File: src/hw/rtl/wcmf_pkg.sv
// shared constants, types and register map of the 3x3 window filter
package wcmf_pkg;

    // geometry and pixel format
    localparam int MAX_WIDTH  = 1024;
    localparam int MAX_HEIGHT = 4096;
    localparam int KSIZE      = 3;
    localparam int PIX_W      = 8;
    localparam int WIN_N      = KSIZE * KSIZE;
    localparam int COL_W      = $clog2(MAX_WIDTH);
    localparam int LINE_W     = (KSIZE - 1) * PIX_W;

    // register field widths
    localparam int MODE_W    = 2;
    localparam int LVL_W     = 8;
    localparam int FW_W      = 11;
    localparam int FH_W      = 13;
    localparam int KROW_W    = 48;
    localparam int COEF_W    = 16;
    localparam int CFG_W     = 48;
    localparam int CFG_IDX_W = 3;

    // result and position widths
    localparam int VAL_W = 16;
    localparam int ROW_W = 22;
    localparam int CNT_W = 22;
    localparam int WH_W  = FW_W + FH_W;

    // result buffer
    localparam int FIFO_DEPTH = 8;
    localparam int FIFO_AW    = $clog2(FIFO_DEPTH);
    localparam int FIFO_CW    = $clog2(FIFO_DEPTH + 1);

    typedef enum logic [MODE_W-1:0] {
        MODE_RAW    = 2'd0,
        MODE_CLAMP  = 2'd1,
        MODE_MEDIAN = 2'd2
    } mode_t;

    typedef enum logic [CFG_IDX_W-1:0] {
        REG_FILTER_MODE  = 3'd0,
        REG_BORDER_COPY  = 3'd1,
        REG_MAX_LEVEL    = 3'd2,
        REG_FRAME_WIDTH  = 3'd3,
        REG_FRAME_HEIGHT = 3'd4,
        REG_KERNEL_TOP   = 3'd5,
        REG_KERNEL_MID   = 3'd6,
        REG_KERNEL_BOT   = 3'd7
    } cfg_index_t;

    typedef struct packed {
        logic [MODE_W-1:0] filter_mode;
        logic              border_copy;
        logic [LVL_W-1:0]  max_level;
        logic [FW_W-1:0]   frame_width;
        logic [FH_W-1:0]   frame_height;
        logic [KROW_W-1:0] kernel_row_top;
        logic [KROW_W-1:0] kernel_row_mid;
        logic [KROW_W-1:0] kernel_row_bot;
    } cfg_t;

    localparam cfg_t CFG_RESET = '{
        filter_mode:    MODE_W'(1),
        border_copy:    1'b1,
        max_level:      LVL_W'(255),
        frame_width:    FW_W'(640),
        frame_height:   FH_W'(480),
        kernel_row_top: KROW_W'(0),
        kernel_row_mid: KROW_W'(64'd16777216),
        kernel_row_bot: KROW_W'(0)
    };

    typedef struct packed {
        logic [PIX_W-1:0] pixel_in;
        logic             is_flush;
    } in_word_t;

    typedef struct packed {
        logic signed [VAL_W-1:0] value_out;
        logic                    frame_last;
    } out_word_t;

    // per-item flags decided at acceptance
    typedef struct packed {
        logic emit;
        logic border;
        logic last;
    } tag_t;

    typedef struct packed {
        tag_t             tag;
        logic [PIX_W-1:0] pix;
        logic [COL_W-1:0] col;
    } item_info_t;

    // line store clearing sweep after reset
    typedef struct packed {
        logic             active;
        logic [COL_W-1:0] addr;
    } clr_t;

    typedef logic [WIN_N-1:0][PIX_W-1:0] win_t;

endpackage

File: src/hw/rtl/wcmf_calc.sv
// kernel sum and median pipeline with final saturation, clamp and border select
module wcmf_calc (
    input  logic                clk,
    input  logic                rst_n,
    input  wcmf_pkg::cfg_t      cfg,
    input  logic                win_valid,
    input  wcmf_pkg::tag_t      win_tag,
    input  wcmf_pkg::win_t      window,
    output logic                res_valid,
    output wcmf_pkg::out_word_t res
);
    import wcmf_pkg::*;

    localparam int PROD_W = PIX_W + 1 + COEF_W;
    localparam int RSUM_W = PROD_W + 2;
    localparam int ACC_W  = RSUM_W + 2;
    localparam int FRAC_W = 8;
    localparam int QUO_W  = ACC_W - FRAC_W;
    localparam logic signed [ACC_W-1:0] ACC_RND = ACC_W'((1 << FRAC_W) - 1);
    localparam logic signed [QUO_W-1:0] SAT_MAX = QUO_W'(32767);
    localparam logic signed [QUO_W-1:0] SAT_MIN = QUO_W'(-32768);

    typedef struct packed {
        logic             border;
        logic             last;
        logic [PIX_W-1:0] ctr;
    } side_t;

    function automatic logic [PIX_W-1:0] min2(input logic [PIX_W-1:0] a, b);
        return (a < b) ? a : b;
    endfunction

    function automatic logic [PIX_W-1:0] max2(input logic [PIX_W-1:0] a, b);
        return (a < b) ? b : a;
    endfunction

    function automatic logic [PIX_W-1:0] med3(input logic [PIX_W-1:0] a, b, c);
        return max2(min2(a, b), min2(max2(a, b), c));
    endfunction

    // returns {high, middle, low}
    function automatic logic [3*PIX_W-1:0] sort3(input logic [PIX_W-1:0] a, b, c);
        logic [PIX_W-1:0] lo1, hi1, hi2, lo2;
        lo1 = min2(a, b);
        hi1 = max2(a, b);
        hi2 = max2(hi1, c);
        lo2 = min2(hi1, c);
        return {hi2, max2(lo1, lo2), min2(lo1, lo2)};
    endfunction

    logic [KSIZE-1:0][KROW_W-1:0] kern;
    logic signed [PROD_W-1:0] prod_next [WIN_N];
    logic signed [PROD_W-1:0] prod_reg  [WIN_N];
    logic [3*PIX_W-1:0]       tri_next  [KSIZE];
    logic [3*PIX_W-1:0]       tri_reg   [KSIZE];
    logic signed [RSUM_W-1:0] rsum_next [KSIZE];
    logic signed [RSUM_W-1:0] rsum_reg  [KSIZE];
    logic [PIX_W-1:0]         mlo_next, mmid_next, mhi_next;
    logic [PIX_W-1:0]         mlo_reg, mmid_reg, mhi_reg;
    logic signed [ACC_W-1:0]  acc_next, acc_reg;
    logic [PIX_W-1:0]         med_reg;
    logic                     a_valid_reg, b_valid_reg, c_valid_reg;
    side_t                    side_a_reg, side_b_reg, side_c_reg;
    logic signed [ACC_W-1:0]  acc_rnd;
    logic signed [QUO_W-1:0]  quo;
    logic signed [VAL_W-1:0]  sat, clp, lvl, interior;

    assign kern = {cfg.kernel_row_bot, cfg.kernel_row_mid, cfg.kernel_row_top};

    // products and per-row sorts
    always_comb
    begin
        for (int m = 0; m < KSIZE; m++)
        begin
            for (int n = 0; n < KSIZE; n++)
            begin
                prod_next[m * KSIZE + n] =
                    $signed({1'b0, window[m * KSIZE + n]}) *
                    $signed(kern[m][COEF_W * n +: COEF_W]);
            end
            tri_next[m] = sort3(window[m * KSIZE], window[m * KSIZE + 1],
                                window[m * KSIZE + 2]);
        end
    end

    // row sums and median candidates
    always_comb
    begin
        for (int m = 0; m < KSIZE; m++)
        begin
            rsum_next[m] = RSUM_W'(prod_reg[m * KSIZE]) +
                           RSUM_W'(prod_reg[m * KSIZE + 1]) +
                           RSUM_W'(prod_reg[m * KSIZE + 2]);
        end
        mlo_next  = max2(max2(tri_reg[0][PIX_W-1:0], tri_reg[1][PIX_W-1:0]),
                         tri_reg[2][PIX_W-1:0]);
        mmid_next = med3(tri_reg[0][2*PIX_W-1:PIX_W], tri_reg[1][2*PIX_W-1:PIX_W],
                         tri_reg[2][2*PIX_W-1:PIX_W]);
        mhi_next  = min2(min2(tri_reg[0][3*PIX_W-1:2*PIX_W],
                              tri_reg[1][3*PIX_W-1:2*PIX_W]),
                         tri_reg[2][3*PIX_W-1:2*PIX_W]);
    end

    assign acc_next = ACC_W'(rsum_reg[0]) + ACC_W'(rsum_reg[1]) + ACC_W'(rsum_reg[2]);

    // stage valids
    always_ff @(posedge clk or negedge rst_n)
    begin
        if (!rst_n)
        begin
            a_valid_reg <= 1'b0;
            b_valid_reg <= 1'b0;
            c_valid_reg <= 1'b0;
        end
        else
        begin
            a_valid_reg <= win_valid && win_tag.emit;
            b_valid_reg <= a_valid_reg;
            c_valid_reg <= b_valid_reg;
        end
    end

    // stage payloads
    always_ff @(posedge clk)
    begin
        for (int i = 0; i < WIN_N; i++)
            prod_reg[i] <= prod_next[i];
        for (int m = 0; m < KSIZE; m++)
        begin
            tri_reg[m]  <= tri_next[m];
            rsum_reg[m] <= rsum_next[m];
        end
        side_a_reg <= '{border: win_tag.border, last: win_tag.last,
                        ctr: window[WIN_N / 2]};
        side_b_reg <= side_a_reg;
        side_c_reg <= side_b_reg;
        mlo_reg    <= mlo_next;
        mmid_reg   <= mmid_next;
        mhi_reg    <= mhi_next;
        acc_reg    <= acc_next;
        med_reg    <= med3(mlo_reg, mmid_reg, mhi_reg);
    end

    // truncate toward zero, saturate, clamp
    always_comb
    begin
        acc_rnd = acc_reg + (acc_reg[ACC_W-1] ? ACC_RND : '0);
        quo     = acc_rnd[ACC_W-1:FRAC_W];
        if (quo > SAT_MAX)
            sat = VAL_W'(SAT_MAX);
        else if (quo < SAT_MIN)
            sat = VAL_W'(SAT_MIN);
        else
            sat = quo[VAL_W-1:0];

        lvl = VAL_W'(cfg.max_level);
        if (sat[VAL_W-1])
            clp = '0;
        else if (sat > lvl)
            clp = lvl;
        else
            clp = sat;
    end

    // mode and border select
    always_comb
    begin
        case (mode_t'(cfg.filter_mode))
            MODE_RAW:    interior = sat;
            MODE_CLAMP:  interior = clp;
            MODE_MEDIAN: interior = VAL_W'(med_reg);
            default:     interior = '0;
        endcase

        if (side_c_reg.border)
            res.value_out = cfg.border_copy ? VAL_W'(side_c_reg.ctr) : '0;
        else
            res.value_out = interior;
        res.frame_last = side_c_reg.last;
    end

    assign res_valid = c_valid_reg;

endmodule

File: config.mk
export PLATFORM = sky130hd
export DESIGN_NAME = wcmf_calc
export DESIGN_NICKNAME = d
export VERILOG_FILES = /design/src/hw/rtl/wcmf_pkg.sv /design/src/hw/rtl/wcmf_calc.sv
export SDC_FILE = /design/constraint.sdc
export NUM_CORES = 2
export LEC_CHECK = 0
export BUFFER_PORTS_ARGS = -buffer_cell sky130_fd_sc_hd__buf_4
export CAP_MARGIN = 10
export CORE_MARGIN = 2
export CORE_UTILIZATION = 30
export DETAILED_ROUTE_END_ITERATION = 8
export SETUP_SLACK_MARGIN = 0.3
export SLEW_MARGIN = 20
export SYNTH_ARGS = -nofsm -noshare
export SYNTH_HDL_FRONTEND = slang
export SYNTH_SLANG_ARGS = --single-unit
export TNS_END_PERCENT = 20
File: constraint.sdc
create_clock -name clk -period 5.8 [get_ports clk]
set_input_delay 1.16 -clock clk [delete_from_list [all_inputs] [get_ports clk]]
set_output_delay 1.16 -clock clk [all_outputs]
set_load 0.02 [all_outputs]
# After elaboration in Yosys (flattened, before gate mapping)
# Memory sizes are Yosys's and may differ from the RTL's.
# Cells that the tools add are included.
totals:
  mem_count: 3
  inputBits: 257
  mem_bits_ro: 0
  output_inout_bits: 18
  latchBits: 0
  ram_bits: 378
  reg_bits: 94
  word_cells: 102
classes:
  multipliers: 9
  n_mux: 38
  eq_ne: 2
  bitwise: 0
  shifts: 0
  n_addsub: 9
  order_cmp: 22
  div: 0
  n_reduce_logical: 2
mem_list:
  columns: ["memory", "depth", "width", "read_ports", "rd_ports_with_merged_regs", "write_ports", "line", "text"]
  rows:
  - ["prod_reg", 9, 25, 9, 0, 9, "wcmf_calc.sv:53", "logic signed [PROD_W-1:0] prod_reg [WIN_N];"]
  - ["rsum_reg", 3, 27, 3, 0, 3, "wcmf_calc.sv:57", "logic signed [RSUM_W-1:0] rsum_reg [KSIZE];"]
  - ["tri_reg", 3, 24, 3, 0, 3, "wcmf_calc.sv:55", "logic [3*PIX_W-1:0] tri_reg [KSIZE];"]
ops:
  columns: ["operator", "count"]
  rows:
  - ["$mux 8", 32]
  - ["$mul 9x16->25", 9]
  - ["$lt 8x8->1", 19]
  - ["$add 26x25->27", 3]
  - ["$add 25x25->26", 3]
  - ["$mux 16", 4]
  - ["$pmux 16 s3", 1]
  - ["$add 28x27->29", 1]
  - ["$add 29x29->29", 1]
  - ["$add 27x27->28", 1]
  - ["$gt 21x16->1 const B", 1]
  - ["$lt 21x16->1 const B", 1]
  - ["$gt 16x9->1", 1]
  - ["$mux 15", 1]
  - ["$eq 2x1->1 const B", 1]
  - ["$eq 2x2->1 const B", 1]
  - ["$logic_not 2->1", 1]
  - ["$logic_and 1x1->1", 1]

# Depth between registers and ports, before layout
logic_depth:
  ltp_word: 10
  depth_mapped: 25

# Worst setup path before layout
# Ideal clock, no wire load.
synth_path:
  path_kind: "input to register"
  from: "input window[9] in the netlist's numbering"
  to: "memory tri_reg[0][1] in the netlist's numbering"
  slack_ns: -0.331
  t_arrival_ns: 5.995
  n_path_buf: 3
  required_time_ns: 5.664
  path_stages: 23
  cell_sequence: "clkbuf_1 inv_1 ha_1 a21o_1 a21oi_1 o211ai_1 a31oi_4 mux2_2 ha_1 a211oi_1 a221oi_1 a211oi_1 a21oi_2 buf_4 mux2i_1 ha_1 a2111oi_0 nand4b_1 o31ai_1 nand2_1 clkbuf_1 nor2_1 a21oi_1"
synth_lines:
  columns: ["item", "line", "text"]
  rows:
  - ["start, declared", "wcmf_calc.sv:8", "input wcmf_pkg::win_t window,"]
  - ["end, declared", "wcmf_calc.sv:55", null]

==> out/results.tsv <==
metric	value	unit
max_slew headroom	40.2	%
critical path type	flop to output pin	
Antenna Nets Post-Route	0	
synth-to-layout area growth	16.2	%
WHS	0.251	ns
Worst Tran Pin Value	0.891	ns
Die Area	0.218	mm^2
Max VDD drop	646	uV
Setup Skew	0.0931	ns
layout cell share with drive strength beyond 1	12.2	%
Final Cycle Share	104	%
pwr dens	622	mW/mm^2
Final min period	6.02	ns
CTS buffer count	54	
Total GRT Usage	15.6	%
Adder-Cell Fraction of Synth Area	45.6	%
Crit path largest cell delay	0.38	ns
vias in the first global route	50600	
row count	169	
worst endpoint required time	4.64	ns
mux cell area share after synthesis	2.30	%
initial antenna violation count	27	
CTS Root Cell	clkbuf_16	
Yosys top cell by area	fa_1	
Max-Cap Viols	0	
Register Area	0.00947	mm^2
gpl congestion	0.875	
Die Ht	466	um
IO Count	275	
Worst-path clk slew	0.07	ns
final-report setup violation count	14	
Fillers	21800	
Die Width	466	um
largest family of logic cells by synthesized area	adder cells	
final wirelength	168000	um
Slowest cell on crit path	dfxtp_4	
Net Switching	0.0231	W
Clock Power Share	7.5	%
DR vias	47800	
Clock Latency Late Sink	0.68	ns
startpoint types	flop	
Clock H-tree levels	2	
RSZ-0062 raised after global routing	true	
number of distinct library cells after synthesis	78	
Setup TNS Final	-2.47	ns
vias per cell	4.61	
Largest register FFs	225	
Gate power share	78.0	%
Post-synth EDFFs	0	
Post-Syn Area per Cell	9.17	um^2
Max clock buf depth	3	
violated checks	setup timing	
count of pins over their slew limit	0	
Synth Area in Compound Gates	8.36	%
CTS sink cnt	472	
crit-path most repeated cell	buf_4	
YS warnings	0	
sequential area share after synthesis	14.7	%
Post-Synth XOR/XNOR Area	4.12	%
# port buffers	250	
Post-Syn Area	0.0642	mm^2
router iterations before antenna repair	5	
kind of path behind the tightest hold check	input port to asynchronous set/reset pin	
Worst Setup End Kind	output pin	
sw frac	49.8	%
ys async rst share	0.636	%
Max Freq	166	MHz
core area	0.212	mm^2
top post-synthesis cells by area	fa_1 (32%), dfxtp_1 (15%), ha_1 (14%)	
CTS tree	done	
post-synth top area share	31.9	%
Most used DFF post-synth	dfxtp_1	
status	finished with violations	
Initial Utilization	30.2	%
routed length per placed instance	16.1	um
drt first-iter violations	2170	
largest net degree at the start of global routing	26	
Simple-Gate Fraction of Synth Area	15.6	%
fin nets	9478	
first-pass GRT wire length	271000	um
Remaining DRCs	0	
Final WS setup	-0.223	ns
dpl hpwl	144000	um
most frequent cells in the layout	inv_1 (1433), fa_1 (1024), and2_1 (732)	
Crit Path Max Fanout	5	
cts hold-fix bufs	0	
post-synthesis register bit count	472	
Seq pwr share	14.5	%
multi-input logic area	0.0497	mm^2
grt ovf	0	
Synth Instances	6998	
syn_nets	8979	
crit path DAT	4.86	ns
commonest non-fill, non-tap cell in the layout	inv_1	
internal power	0.0233	W
final hold vios	0	
Lkg Pwr	37.3	nW
==> metrics by stage <==
stage               cell area, um^2  total power [W]  setup slack (ns)  util, %  instances
global route                  74600           0.0515            -0.445     35.1      10400
CTS                           74100           0.0464            -0.310     34.9      10400
detailed placement            71800           0.0422            -0.287     33.8      10200
finish                        74600           0.0464            -0.223     35.1      10400
floorplan                     64700           0.0320             0.227        -       6998
global placement              71800           0.0416            -0.257     33.8      10200
==> layout make-up <==
cell class / instances / area share, %
flip-flops and latches: 472 / 12.7
clock buffers: 62 / 1.91
diodes: 15 / 0.0503
multi-input cells: 4953 / 66.7
inverters: 1440 / 7.28
clock inverters: 38 / 0.539
well taps: 2821 / 4.73
repair buffers: 576 / 6.12
==> path summary, 6_finish.rpt <==
path / startpoint / to / slack (ns) / cells past startpoint
worst max-delay path: acc_reg[28] / res[9] / -0.22 / 29
worst min-delay path: rst_n / b_valid_reg / 0.25 / 1
worst max register to register: tri_reg[0][33] / mmid_reg[0] / 0.62 / 22
worst min register to register: side_b_reg[2] / side_c_reg[2] / 0.33 / 0
max in group asynchronous: rst_n / a_valid_reg / 5.46 / 1
min in group clk: side_b_reg[2] / side_c_reg[2] / 0.33 / 0
==> Yosys cell counts (14+ instances only) <==
master and instances:
a211o_1 16, a211oi_1 40, a21o_1 97, a21oi_1 238, a221oi_1 14, a31oi_1 33, and2_1 732, and3_1 42
clkbuf_1 115, dfxtp_1 469, fa_1 1024, ha_1 700, inv_1 1437, mux2_2 52, mux2i_1 89, nand2_1 613
nand2b_1 53, nand3_1 66, nand4_1 21, nor2_1 230, nor2b_1 48, nor3_1 80, o211ai_1 20, o21a_1 43
o21ai_0 193, o21bai_1 19, o31ai_1 18, or2_2 19, xnor2_1 228, xor2_1 74
==> critical path, delay by kind of cell, from the launching register on <==
family,cells,cell delay [ns]
XOR/XNOR,1,0.15
AO/OA/AOI/OAI,3,0.31
buffers and inverters,20,2.53
flip-flops,1,0.38
adder cells (fa/ha/maj),1,0.21
AND/OR/NAND/NOR,4,0.60
==> routing by layer <==
layer  routed length [um]  vias up  GRT usage [%]
met3                 8000      222           2.33
met5                  127        -              0
met4                 5260       20           4.97
met1                75400    23800           20.5
met2                78700      915           26.2
li1                     -    22900              -
==> what timing repair did <==
item                                    in CTS  in global routing
endpoints found under the setup margin      21                 78
gates resized for setup                     71                 87
buffers inserted                            28                  3
pin swaps                                   25                 35
cloned                                       1                  1
==> cell families after synthesis <==
family | after synthesis
fa+ha+maj | 1724
compound gates | 834
flops | 472
simple gates | 1952
mux | 141
buf+inv | 1573
xor+xnor | 302
==> power by group through the flow <==
stage / logic (W) / clock network [W] / registers, W
final: 0.0362 / 0.00349 / 0.00671
after detailed placement: 0.0354 / 0 / 0.00680
after global placement: 0.0348 / 0 / 0.00679
after CTS: 0.0360 / 0.00361 / 0.00675
after global routing: 0.0409 / 0.00374 / 0.00686
after floorplan: 0.0260 / 0 / 0.00601
Note: power is estimated with default switching activity, not from simulation.
