File: config.mk
export PLATFORM = sky130hd
export DESIGN_NAME = wcmf_ctrl
export DESIGN_NICKNAME = d
export VERILOG_FILES = /design/src/hw/rtl/wcmf_pkg.sv /design/src/hw/rtl/wcmf_ctrl.sv
export SDC_FILE = /design/constraint.sdc
export NUM_CORES = 1
export LEC_CHECK = 0
export ABC_AREA = 1
export BUFFER_PORTS_ARGS = -buffer_cell sky130_fd_sc_hd__clkbuf_2
export CORE_MARGIN = 5
export CORE_UTILIZATION = 30
export CTS_BUF_LIST = sky130_fd_sc_hd__clkbuf_16
export CTS_CLUSTER_DIAMETER = 30
export CTS_CLUSTER_SIZE = 40
export DETAILED_ROUTE_END_ITERATION = 10
export GPL_ROUTABILITY_DRIVEN = 0
export HOLD_SLACK_MARGIN = 0.15
export PLACE_DENSITY = 0.48
export SETUP_SLACK_MARGIN = 0.05
export SLEW_MARGIN = 20
export SYNTH_ARGS = -nofsm -noshare
export SYNTH_HDL_FRONTEND = slang
export SYNTH_SLANG_ARGS = --single-unit
File: constraint.sdc
create_clock -name clk -period 15.1 [get_ports clk]
set_input_delay 1.51 -clock clk [delete_from_list [all_inputs] [get_ports clk]]
set_output_delay 1.51 -clock clk [all_outputs]
set_load 0.005 [all_outputs]
File: src/hw/rtl/wcmf_pkg.sv
// shared constants, types and register map of the 3x3 window filter
package wcmf_pkg;

    // geometry and pixel format
    localparam int MAX_WIDTH  = 1024;
    localparam int MAX_HEIGHT = 4096;
    localparam int KSIZE      = 3;
    localparam int PIX_W      = 8;
    localparam int WIN_N      = KSIZE * KSIZE;
    localparam int COL_W      = $clog2(MAX_WIDTH);
    localparam int LINE_W     = (KSIZE - 1) * PIX_W;

    // register field widths
    localparam int MODE_W    = 2;
    localparam int LVL_W     = 8;
    localparam int FW_W      = 11;
    localparam int FH_W      = 13;
    localparam int KROW_W    = 48;
    localparam int COEF_W    = 16;
    localparam int CFG_W     = 48;
    localparam int CFG_IDX_W = 3;

    // result and position widths
    localparam int VAL_W = 16;
    localparam int ROW_W = 22;
    localparam int CNT_W = 22;
    localparam int WH_W  = FW_W + FH_W;

    // result buffer
    localparam int FIFO_DEPTH = 8;
    localparam int FIFO_AW    = $clog2(FIFO_DEPTH);
    localparam int FIFO_CW    = $clog2(FIFO_DEPTH + 1);

    typedef enum logic [MODE_W-1:0] {
        MODE_RAW    = 2'd0,
        MODE_CLAMP  = 2'd1,
        MODE_MEDIAN = 2'd2
    } mode_t;

    typedef enum logic [CFG_IDX_W-1:0] {
        REG_FILTER_MODE  = 3'd0,
        REG_BORDER_COPY  = 3'd1,
        REG_MAX_LEVEL    = 3'd2,
        REG_FRAME_WIDTH  = 3'd3,
        REG_FRAME_HEIGHT = 3'd4,
        REG_KERNEL_TOP   = 3'd5,
        REG_KERNEL_MID   = 3'd6,
        REG_KERNEL_BOT   = 3'd7
    } cfg_index_t;

    typedef struct packed {
        logic [MODE_W-1:0] filter_mode;
        logic              border_copy;
        logic [LVL_W-1:0]  max_level;
        logic [FW_W-1:0]   frame_width;
        logic [FH_W-1:0]   frame_height;
        logic [KROW_W-1:0] kernel_row_top;
        logic [KROW_W-1:0] kernel_row_mid;
        logic [KROW_W-1:0] kernel_row_bot;
    } cfg_t;

    localparam cfg_t CFG_RESET = '{
        filter_mode:    MODE_W'(1),
        border_copy:    1'b1,
        max_level:      LVL_W'(255),
        frame_width:    FW_W'(640),
        frame_height:   FH_W'(480),
        kernel_row_top: KROW_W'(0),
        kernel_row_mid: KROW_W'(64'd16777216),
        kernel_row_bot: KROW_W'(0)
    };

    typedef struct packed {
        logic [PIX_W-1:0] pixel_in;
        logic             is_flush;
    } in_word_t;

    typedef struct packed {
        logic signed [VAL_W-1:0] value_out;
        logic                    frame_last;
    } out_word_t;

    // per-item flags decided at acceptance
    typedef struct packed {
        logic emit;
        logic border;
        logic last;
    } tag_t;

    typedef struct packed {
        tag_t             tag;
        logic [PIX_W-1:0] pix;
        logic [COL_W-1:0] col;
    } item_info_t;

    // line store clearing sweep after reset
    typedef struct packed {
        logic             active;
        logic [COL_W-1:0] addr;
    } clr_t;

    typedef logic [WIN_N-1:0][PIX_W-1:0] win_t;

endpackage

File: src/hw/rtl/wcmf_ctrl.sv
// raster position tracking, output decision and line store clearing sweep
module wcmf_ctrl (
    input  logic                clk,
    input  logic                rst_n,
    input  wcmf_pkg::cfg_t      cfg,
    input  logic                pix_acc,
    input  wcmf_pkg::in_word_t  pix,
    output wcmf_pkg::item_info_t item,
    output wcmf_pkg::clr_t      clr
);
    import wcmf_pkg::*;

    logic [COL_W-1:0] in_col_reg, in_col_next;
    logic [ROW_W-1:0] in_row_reg, in_row_next;
    logic [CNT_W-1:0] out_count_reg, out_count_next;
    logic             clr_active_reg, clr_active_next;
    logic [COL_W-1:0] clr_addr_reg, clr_addr_next;

    logic [FW_W-1:0]  w;
    logic [FH_W-1:0]  h;
    logic [WH_W-1:0]  wh;
    logic [FW_W-1:0]  col_ext;
    logic [FW_W-1:0]  ocol;
    logic [ROW_W-1:0] orow;
    logic             emit;
    logic             border;
    logic             last;
    logic             wrap;

    // geometry in use
    always_comb
    begin
        if (cfg.frame_width < FW_W'(KSIZE))
            w = FW_W'(KSIZE);
        else if (cfg.frame_width > FW_W'(MAX_WIDTH))
            w = FW_W'(MAX_WIDTH);
        else
            w = cfg.frame_width;

        if (cfg.frame_height < FH_W'(KSIZE))
            h = FH_W'(KSIZE);
        else if (cfg.frame_height > FH_W'(MAX_HEIGHT))
            h = FH_W'(MAX_HEIGHT);
        else
            h = cfg.frame_height;
    end

    assign wh      = WH_W'(w) * WH_W'(h);
    assign col_ext = FW_W'(in_col_reg);

    // output position and its classification
    always_comb
    begin
        emit = (in_row_reg >= ROW_W'(2)) || (in_row_reg == ROW_W'(1) && in_col_reg != '0);
        if (in_col_reg == '0)
        begin
            orow = in_row_reg - ROW_W'(2);
            ocol = w - FW_W'(1);
        end
        else
        begin
            orow = in_row_reg - ROW_W'(1);
            ocol = col_ext - FW_W'(1);
        end
        border = (orow == '0) || (orow >= ROW_W'(h) - ROW_W'(1)) ||
                 (ocol == '0) || (ocol >= w - FW_W'(1));
        last   = WH_W'(out_count_reg) >= wh - WH_W'(1);
        wrap   = (col_ext + FW_W'(1)) >= w;
    end

    // position update per accepted word
    always_comb
    begin
        in_col_next    = in_col_reg;
        in_row_next    = in_row_reg;
        out_count_next = out_count_reg;
        if (pix_acc)
        begin
            if (emit && last)
            begin
                in_col_next    = '0;
                in_row_next    = '0;
                out_count_next = '0;
            end
            else
            begin
                if (emit)
                    out_count_next = out_count_reg + CNT_W'(1);
                if (wrap)
                begin
                    in_col_next = '0;
                    in_row_next = in_row_reg + ROW_W'(1);
                end
                else
                begin
                    in_col_next = in_col_reg + COL_W'(1);
                end
            end
        end
    end

    // clearing sweep over the line store
    always_comb
    begin
        clr_active_next = clr_active_reg;
        clr_addr_next   = clr_addr_reg;
        if (clr_active_reg)
        begin
            clr_addr_next = clr_addr_reg + COL_W'(1);
            if (clr_addr_reg == COL_W'(MAX_WIDTH - 1))
                clr_active_next = 1'b0;
        end
    end

    always_ff @(posedge clk or negedge rst_n)
    begin
        if (!rst_n)
        begin
            in_col_reg     <= '0;
            in_row_reg     <= '0;
            out_count_reg  <= '0;
            clr_active_reg <= 1'b1;
            clr_addr_reg   <= '0;
        end
        else
        begin
            in_col_reg     <= in_col_next;
            in_row_reg     <= in_row_next;
            out_count_reg  <= out_count_next;
            clr_active_reg <= clr_active_next;
            clr_addr_reg   <= clr_addr_next;
        end
    end

    // item description for the window stage
    always_comb
    begin
        item.tag.emit   = emit;
        item.tag.border = border;
        item.tag.last   = last;
        item.pix        = pix.is_flush ? '0 : pix.pixel_in;
        item.col        = in_col_reg;
    end

    assign clr.active = clr_active_reg;
    assign clr.addr   = clr_addr_reg;

    // frame end returns the position to the origin
    a_frame_restart: assert property (@(posedge clk) disable iff (!rst_n)
        (pix_acc && emit && last) |=>
            (in_col_reg == '0 && in_row_reg == '0 && out_count_reg == '0))
        else $error("position not cleared after frame end");

endmodule

**Word level (Yosys, flattened, before mapping)**

Index checks and enable logic that the tools add are counted.

- Register bits after elaboration: 65
- Output and inout port bits: 32
- Logic and storage cells: 57

- Add/subtract/negate cells: 11
- Multipliers: 1
- $lt $le $gt $ge: 9
- Eq/ne operators: 2
- Mux-type cells: 15
- Reduce and logical (&&, ||, !) cells: 14

Operator list:

| cell | count |
|---|---|
| $mux 22 | 5 |
| $add 22x1->22 const B | 2 |
| $mux 11 | 3 |
| $mux 13 | 2 |
| $ge 22x24->1 | 1 |
| $mul 11x13->24 | 1 |
| $sub 24x1->24 const B | 1 |
| $eq 22x1->1 const B | 1 |
| $ge 11x11->1 | 2 |
| $ge 22x2->1 const B | 1 |
| $ge 22x22->1 | 1 |
| $logic_not 22->1 | 1 |
| $sub 22x1->22 const B | 1 |
| $sub 22x2->22 const B | 1 |
| $add 10x1->10 const B | 2 |
| $mux 10 | 2 |
| $sub 13x1->14 const B | 1 |
| $gt 13x13->1 const B | 1 |
| $lt 13x2->1 const B | 1 |
| $add 10x1->11 const B | 1 |
| $gt 11x11->1 const B | 1 |
| $logic_not 11->1 | 1 |
| $lt 11x2->1 const B | 1 |
| $sub 10x1->11 const B | 1 |
| 10 further kinds | 17 |

**Depth between registers and ports, before layout**

Gate-level depths: netlist of run 1.

- Word-level depth: 9
- Depth in mapped cells: 44

**Worst setup path after synthesis of run 1**

Ideal clock, no wire load.

- Path type: input to output
- Start point: in cfg[152] (netlist bit)
- End point: out item[18] (netlist bit)
- Arrival: 7.680 ns
- Slack: 5.910 ns
- Cell stages on the path: 34
- Cells stage by stage: inv_1 -> nand3_1 -> nor3_1 -> nand2_1 -> nand2_1 -> inv_2 -> nor2_1 -> clkbuf_1 -> nand2_1 -> fa_1 -> fa_1 -> inv_1 -> fa_1 -> fa_1 -> inv_1 -> fa_1 -> inv_1 -> ha_1 -> a21o_1 -> a21oi_1 -> o21ai_0 -> a21oi_1 -> inv_1 -> a31oi_1 -> xor2_1 -> ha_1 -> a21oi_1 -> nor3_1 -> a211oi_1 -> nand2_1 -> nand2_1 -> nand2_1 -> and2_1 -> buf_4

- Word-level cells in the longest chain between the ends: 6
- Elaborated cells on any way between the ends: 7

RTL lines:

| what | RTL line | source |
|---|---|---|
| start: declaration | wcmf_ctrl.sv:5 | `input wcmf_pkg::cfg_t cfg,` |
| $gt 13x13->1 | wcmf_ctrl.sv:42 | `else if (cfg.frame_height > FH_W'(MAX_HEIGHT))` |
| $mux 13 | wcmf_ctrl.sv:42 |  |
| $mux 13 * | wcmf_ctrl.sv:40 | `if (cfg.frame_height < FH_W'(KSIZE))` |
| $mul 11x13->24 * | wcmf_ctrl.sv:48 | `assign wh = WH_W'(w) * WH_W'(h);` |
| $sub 24x1->24 * | wcmf_ctrl.sv:67 | `last = WH_W'(out_count_reg) >= wh - WH_W'(1);` |
| $ge 22x24->1 * | wcmf_ctrl.sv:67 |  |
| end: declaration | wcmf_ctrl.sv:8 | `output wcmf_pkg::item_info_t item,` |

Every way passes the cells marked *; elsewhere a longest branch is shown, timed or not.

==> impl_metrics.csv, run 1 <==
group,metric,value,unit
logic_synthesis,synthTopCellsByArea,"fa_1, ha_1, nand2_1",
setup_path,startpoint_type,"input pin",
clock_network,clk_pin_slew,0.05,ns
route,drc,0,
route,wl_per_cell,14.7,um
die,die_y,215,um
clock_network,clock-root-buffer,"clkbuf_16",
logic_synthesis,synthXorXnorAreaFrac,7.26,%
logic_synthesis,synth_compound_area_share,6.31,%
finish,nNetsFinal,2292,
route,drt-initial-drc-count,554,
sta,finalHoldViolCount,0,
die,core-area,41900,um^2
placed_design,dpl.hpwl,28800,um
pwr,power.total,1.97,mW
pwr,p_per_area,143,nW/um^2
logic_synthesis,synth-seq-cells,65,
logic_synthesis,synth_seq_area_share,12.9,%
logic_synthesis,yosys.area_share.adder,31.1,%
global_route,globalRouteTotalUtil,15.3,%
clock_network,cts-htree-levels,3,
global_route,antenna_found_initial,0,
sta,maxSlewViolCount,0,
placed_design,portBuffers,67,
global_route,grt_max_degree,66,
logic_synthesis,yosysTopAreaCellShare,16.8,%
worst_hold_path,hp-class,"reg -> reg",
logic_synthesis,synthSimpleGateAreaFrac,28.3,%
job,drv_cap,0,
sta,fin_crit_sh,70.6,%
setup_path,crit_buf_inv,8,
logic_synthesis,ys_types,57,
die,io_pins,223,
die,initial_utilization,30.3,%
route,routed_wl,35100,um
global_route,grt_overflow,0,
die,die_area,46400,um^2
sta,tns,0,ns
logic_synthesis,synth_area,12700,um^2
finish,fillers,4600,
logic_synthesis,synth_mux_area_share,0.0791,%
setup_path,max_stage_delay,0.60,ns
sta,setup_viol,0,
global_route,grt_pass1_vias,11100,
setup_path,path_class,"in -> out",
route,detail_route.first_pass.iterations,5,
pwr,peakVddDrop,0.0000439,V
finish,area_growth,8.50,%
route,vias,11100,
clock_network,cts_max_path_buffers,2,
logic_synthesis,syn_inst,1815,
clock_network,cts_resized,0,
setup_path,critPathSlowestCell,"fa_1",
sta,grt_setup_unrepaired,"no",
finish,drive_above_1_share,7.82,%
finish,regArea,1630,um^2
route,routed_via_density,4.64,
die,fp.dieW,215,um
clock_network,cts_sinks,65,
setup_path,crit_family,"adder cells",
route,antenna_left,0,
global_route,grt_pass1_wl,58100,um
sta,period_minus_slack,10.66,ns
sta,tightest_slew,1.04,ns
clock_network,cts_hold_buffers,0,
logic_synthesis,synth_top_cell_by_area,"fa_1",
finish,antennaDiodeCount,0,
sta,relSlewSlack,30.3,%
logic_synthesis,synth_top_family_by_area,"adder cells",
die,rows,75,
logic_synthesis,yosys_warnings,0,
finish,multi_input_area,9290,um^2
setup_path,timing.critical_path.mode_cell,"nand2_1",
logic_synthesis,syn_avg_cell_area,6.98,um^2
setup_path,critPathCaptureType,"primary output",
pwr,p_leak,7.72,nW
clock_network,post-cts-setup-buffer-count,0,
clock_network,cts_inserted_buffers,9,
outcome,outcome,"completed",
sta,skew,0.0117,ns
clock_network,cts_tree,"built",
clock_network,clock_latency,0.34,ns
sta,max_freq,93.8,MHz
setup_path,reg2reg_slack,11.52,ns
setup_path,crit_required,13.59,ns
setup_path,critPathArrivalTime,9.15,ns
setup_path,crit_fanout,12,
==> cells in the mapped netlist, drive strengths merged <==
master	instances
nand2	456
inv	382
nor2	173
ha	145
fa	106
xor2	88
nand3	76
dfrtp	64
a21oi	52
o21ai	44
nand4	42
buf	34
nor3	32
clkbuf	25
xnor2	17
nor4	16
o22ai	9
o21bai	8
and2	5
nand3b	5
a21o	4
a21boi	3
a31oi	3
o2111ai	3
o211ai	3
or2	3
a211oi	2
and3	2
clkinv	2
nor3b	2
o21a	2
a2111oi	1
a211o	1
a41oi	1
conb	1
dfstp	1
mux2i	1
or3	1
==> final timing paths <==
check	start	to	cells after the start
max	cfg[166]	item[18]	35
min	clr_addr_reg[9]$_DFFE_PN0P_	clr_addr_reg[9]$_DFFE_PN0P_	1
max reg2reg	in_col_reg[0]$_DFFE_PN0P_	in_row_reg[19]$_DFFE_PN0P_	13
min reg2reg	clr_addr_reg[9]$_DFFE_PN0P_	clr_addr_reg[9]$_DFFE_PN0P_	1
max in group asynchronous	rst_n	out_count_reg[7]$_DFFE_PN0P_	2
min in group asynchronous	rst_n	in_row_reg[17]$_DFFE_PN0P_	2
==> worst reg2reg max path, cell delays in order (launching register included) <==
cell and delay [ns]:
dfrtp_1 0.42, inv_1 0.19, ha_1 0.26, nand3_4 0.13, nor3_4 0.16, buf_4 0.32
nor2_2 0.09, o21ai_4 0.20, nand2_4 0.14, nand3_2 0.49, nand2_1 0.45, nand2_2 0.49
nand2_1 0.11, nand2_1 0.07
==> layout make-up <==
cell class / count / area share, %
multi-input combinational: 1315 / 67.6
sequential: 65 / 11.8
inverter: 384 / 10.5
tap: 539 / 4.91
timing repair buffer: 75 / 2.88
clock buffer: 9 / 1.64
clock inverter: 7 / 0.638
==> layout by cell type, fill, tap and decap left out, types with 42 or more instances in the layout <==
| master | n |
|---|---|
| nor2_1 | 148 |
| nand2_1 | 447 |
| inv_1 | 378 |
| fa_1 | 106 |
| nand3_1 | 71 |
| clkbuf_2 | 66 |
| nand4_1 | 42 |
| a21oi_1 | 52 |
| xor2_1 | 88 |
| dfrtp_1 | 64 |
| ha_1 | 145 |
==> through the flow <==
| stage | worst slack (ns) | hold WS (ns) | area (um^2) | instances | utilization [%] |
|---|---|---|---|---|---|
| finish | 4.44 | 0.506 | 13700 | 2394 | 32.8 |
| global route | 3.93 | 0.544 | 13700 | 2394 | 32.8 |
| CTS | 4.44 | 0.515 | 13700 | 2394 | 32.8 |
| detailed placement | 4.46 | 0.506 | 13400 | 2378 | 32.1 |
| global placement | 4.53 | 0.490 | 13400 | 2378 | 32.1 |
| floorplan | 5.91 | 0.488 | 12700 | 1823 | - |
==> cell families (layout without fill, tap and decap cells) <==
kind of cell    Yosys count  in the layout
mux                       1              1
other cells               1              9
simple gates            813            813
buf+inv                 443            475
fa+ha+maj               251            251
compound gates          136            136
xor+xnor                105            105
flops                    65             65
==> metal layers <==
layer	up-vias	GRT usage, %	part of all wire [%]
met3	32	1.78	4.5
li1	5653	-	-
met4	0	3.54	1.4
met5	-	0	0
met1	5206	22.3	51
met2	229	24.3	43
==> where the power goes <==
group | switching (mW) | internal, mW
sequential | 0.0413 | 0.201
combinational | 0.957 | 0.545
clock | 0.0816 | 0.143
(Power assumes the default switching activity.)
==> inputs of run 2 (changes only) <==
==> constraint.sdc (replaced) <==
create_clock -name clk -period 10.5 [get_ports clk]
set_input_delay 1.05 -clock clk [delete_from_list [all_inputs] [get_ports clk]]
set_output_delay 1.05 -clock clk [all_outputs]
set_load 0.005 [all_outputs]
==> run 2 against run 1 <==
Effect of this change: register-to-register slack got worse by 4.5 ns; first-iteration DRC count rose by 23%; routed wire length down 0.40%; worst hold slack worse by 0.0036 ns; utilization up 0.11 points; final area grew 0.33%; final cell count rose by 0.42%; largest power group unchanged.
==> impl_metrics.csv, run 2 (synthesized netlist as in run 1, its figures left out) <==
group,metric,value,unit
sta,tns,0,ns
finish,final_common_cell,"nand2_1",
route,antenna_left,0,
route,wl_per_cell,14.5,um
route,drt-initial-drc-count,680,
setup_path,critPathArrivalTime,8.48,ns
clock_network,cts_max_path_buffers,2,
finish,regArea,1630,um^2
finish,drive_above_1_share,8.20,%
clock_network,cts_inserted_buffers,9,
sta,grt_setup_unrepaired,"no",
sta,finalHoldViolCount,0,
clock_network,cts-htree-levels,3,
sta,setup_viol,0,
pwr,peakVddDrop,0.0000639,V
clock_network,cts_hold_buffers,0,
pwr,switching_share,55.1,%
clock_network,cts_sinks,65,
placed_design,dpl.hpwl,29000,um
clock_network,clock_latency,0.35,ns
route,routed_via_density,4.62,
clock_network,cts_tree,"built",
pwr,p_leak,7.75,nW
finish,multi_input_area,9280,um^2
die,core-area,41900,um^2
sta,skew,0.0123,ns
setup_path,crit_required,9.45,ns
worst_hold_path,hp-class,"reg -> reg",
setup_path,max_stage_delay,0.55,ns
setup_path,critPathCaptureType,"primary output",
placed_design,place_area,13500,um^2
die,die_area,46400,um^2
clock_network,cts_resized,0,
route,routed_wl,34900,um
die,initial_utilization,30.3,%
global_route,grt_pass1_vias,11300,
setup_path,critPathSlowestCell,"fa_1",
sta,maxSlewViolCount,0,
setup_path,crit_fanout,11,
clock_network,clk_pin_slew,0.06,ns
global_route,grt_pass1_wl,58900,um
setup_path,path_class,"in -> out",
die,rows,75,
outcome,outcome,"completed",
sta,tightest_slew,0.898,ns
pwr,clkPwrFrac,10.6,%
global_route,grt_max_degree,66,
pwr,seqPwrFrac,12.4,%
global_route,globalRouteTotalUtil,15.4,%
sta,period_minus_slack,9.53,ns
finish,fillers,4593,
pwr,intPower,1.26,mW
die,io_pins,223,
sta,relSlewSlack,40.1,%
global_route,antenna_found_initial,0,
job,drv_cap,0,
finish,nNetsFinal,2302,
route,drc,0,
route,detail_route.first_pass.iterations,5,
die,die_y,215,um
pwr,p_per_area,204,nW/um^2
setup_path,timing.critical_path.mode_cell,"nand2_1",
sta,fin_crit_sh,90.8,%
finish,mostFrequentLayoutCells,"nand2_1, inv_1, nor2_1",
global_route,grt_overflow,0,
sta,max_freq,105,MHz
clock_network,clock-root-buffer,"clkbuf_16",
setup_path,startpoint_type,"input pin",
route,vias,11100,
finish,final_area,13800,um^2
die,fp.dieW,215,um
pwr,p_switching,1.55,mW
finish,area_growth,8.85,%
finish,antennaDiodeCount,0,
clock_network,post-cts-setup-buffer-count,0,
pwr,combPwrFrac,77.0,%
placed_design,portBuffers,67,
[run 2: changes by cell type in the layout (fill, tap and decap cells not counted)]
cell | before | now
buf_4 | 8 | 18
bufinv_16 | 2 | 1
clkinv_1 | 3 | 4
clkinv_2 | 0 | 1
inv_1 | 378 | 377
nor2_1 | 148 | 150
nor2_2 | 19 | 17
[run 2: final timing paths]
path	from	endpoint	slack (ns)	depth (start not counted)
worst max register to register	in_col_reg[2]$_DFFE_PN0P_	in_row_reg[13]$_DFFE_PN0P_	7.06	16
worst max-delay path	cfg[166]	item[18]	0.97	34
worst min register to register	clr_addr_reg[9]$_DFFE_PN0P_	clr_addr_reg[9]$_DFFE_PN0P_	0.50	1
max in group asynchronous	rst_n	out_count_reg[7]$_DFFE_PN0P_	8.99	2
min in group asynchronous	rst_n	in_row_reg[17]$_DFFE_PN0P_	0.90	2
worst min-delay path	clr_addr_reg[9]$_DFFE_PN0P_	clr_addr_reg[9]$_DFFE_PN0P_	0.50	1
[run 2: worst max-delay path: cells and delay by family]
family | cells | cell delay (ns)
adders and majority gates | 7 | 3.26
and+or+nand+nor | 11 | 1.49
AOI/OAI and AO/OA | 7 | 1.32
buffers and inverters | 8 | 1.11
xor gates and xnor gates | 1 | 0.23
[run 2: final cells by class]
class,instances,share of cell area (%)
multi-input cells,1315,67.3
clock buffers,9,1.63
flip-flops and latches,65,11.8
inverters,384,10.5
clock inverters,7,0.454
repair buffers,85,3.41
well taps,539,4.89
[run 2: routing by layer]
metal	vias to the layer above	part of all wire [%]	global-route usage [%]
li1	5671	-	-
met4	0	1.3	3.14
met3	20	3.0	1.53
met5	-	0	0
met2	166	44	24.6
met1	5259	52	22.8
[run 2: power by group through the flow]
stage / clock, mW / combinational [mW] / sequential, mW
floorplan: 0 / 1.66 / 0.330
global placement: 0 / 2.17 / 0.351
detailed placement: 0 / 2.18 / 0.352
CTS: 0.309 / 2.20 / 0.348
global route: 0.319 / 2.52 / 0.356
finish: 0.297 / 2.16 / 0.348
[run 2: metrics by stage]
step	setup slack (ns)	hold slack (ns)	util, %	instances	power (mW)
global placement	1.05	0.489	32.2	2388	2.52
CTS	0.966	0.517	32.9	2404	2.86
floorplan	2.23	0.488	-	1823	1.99
global route	0.417	0.545	32.9	2404	3.20
detailed placement	0.995	0.508	32.2	2388	2.53
finish	0.965	0.502	32.9	2404	2.81
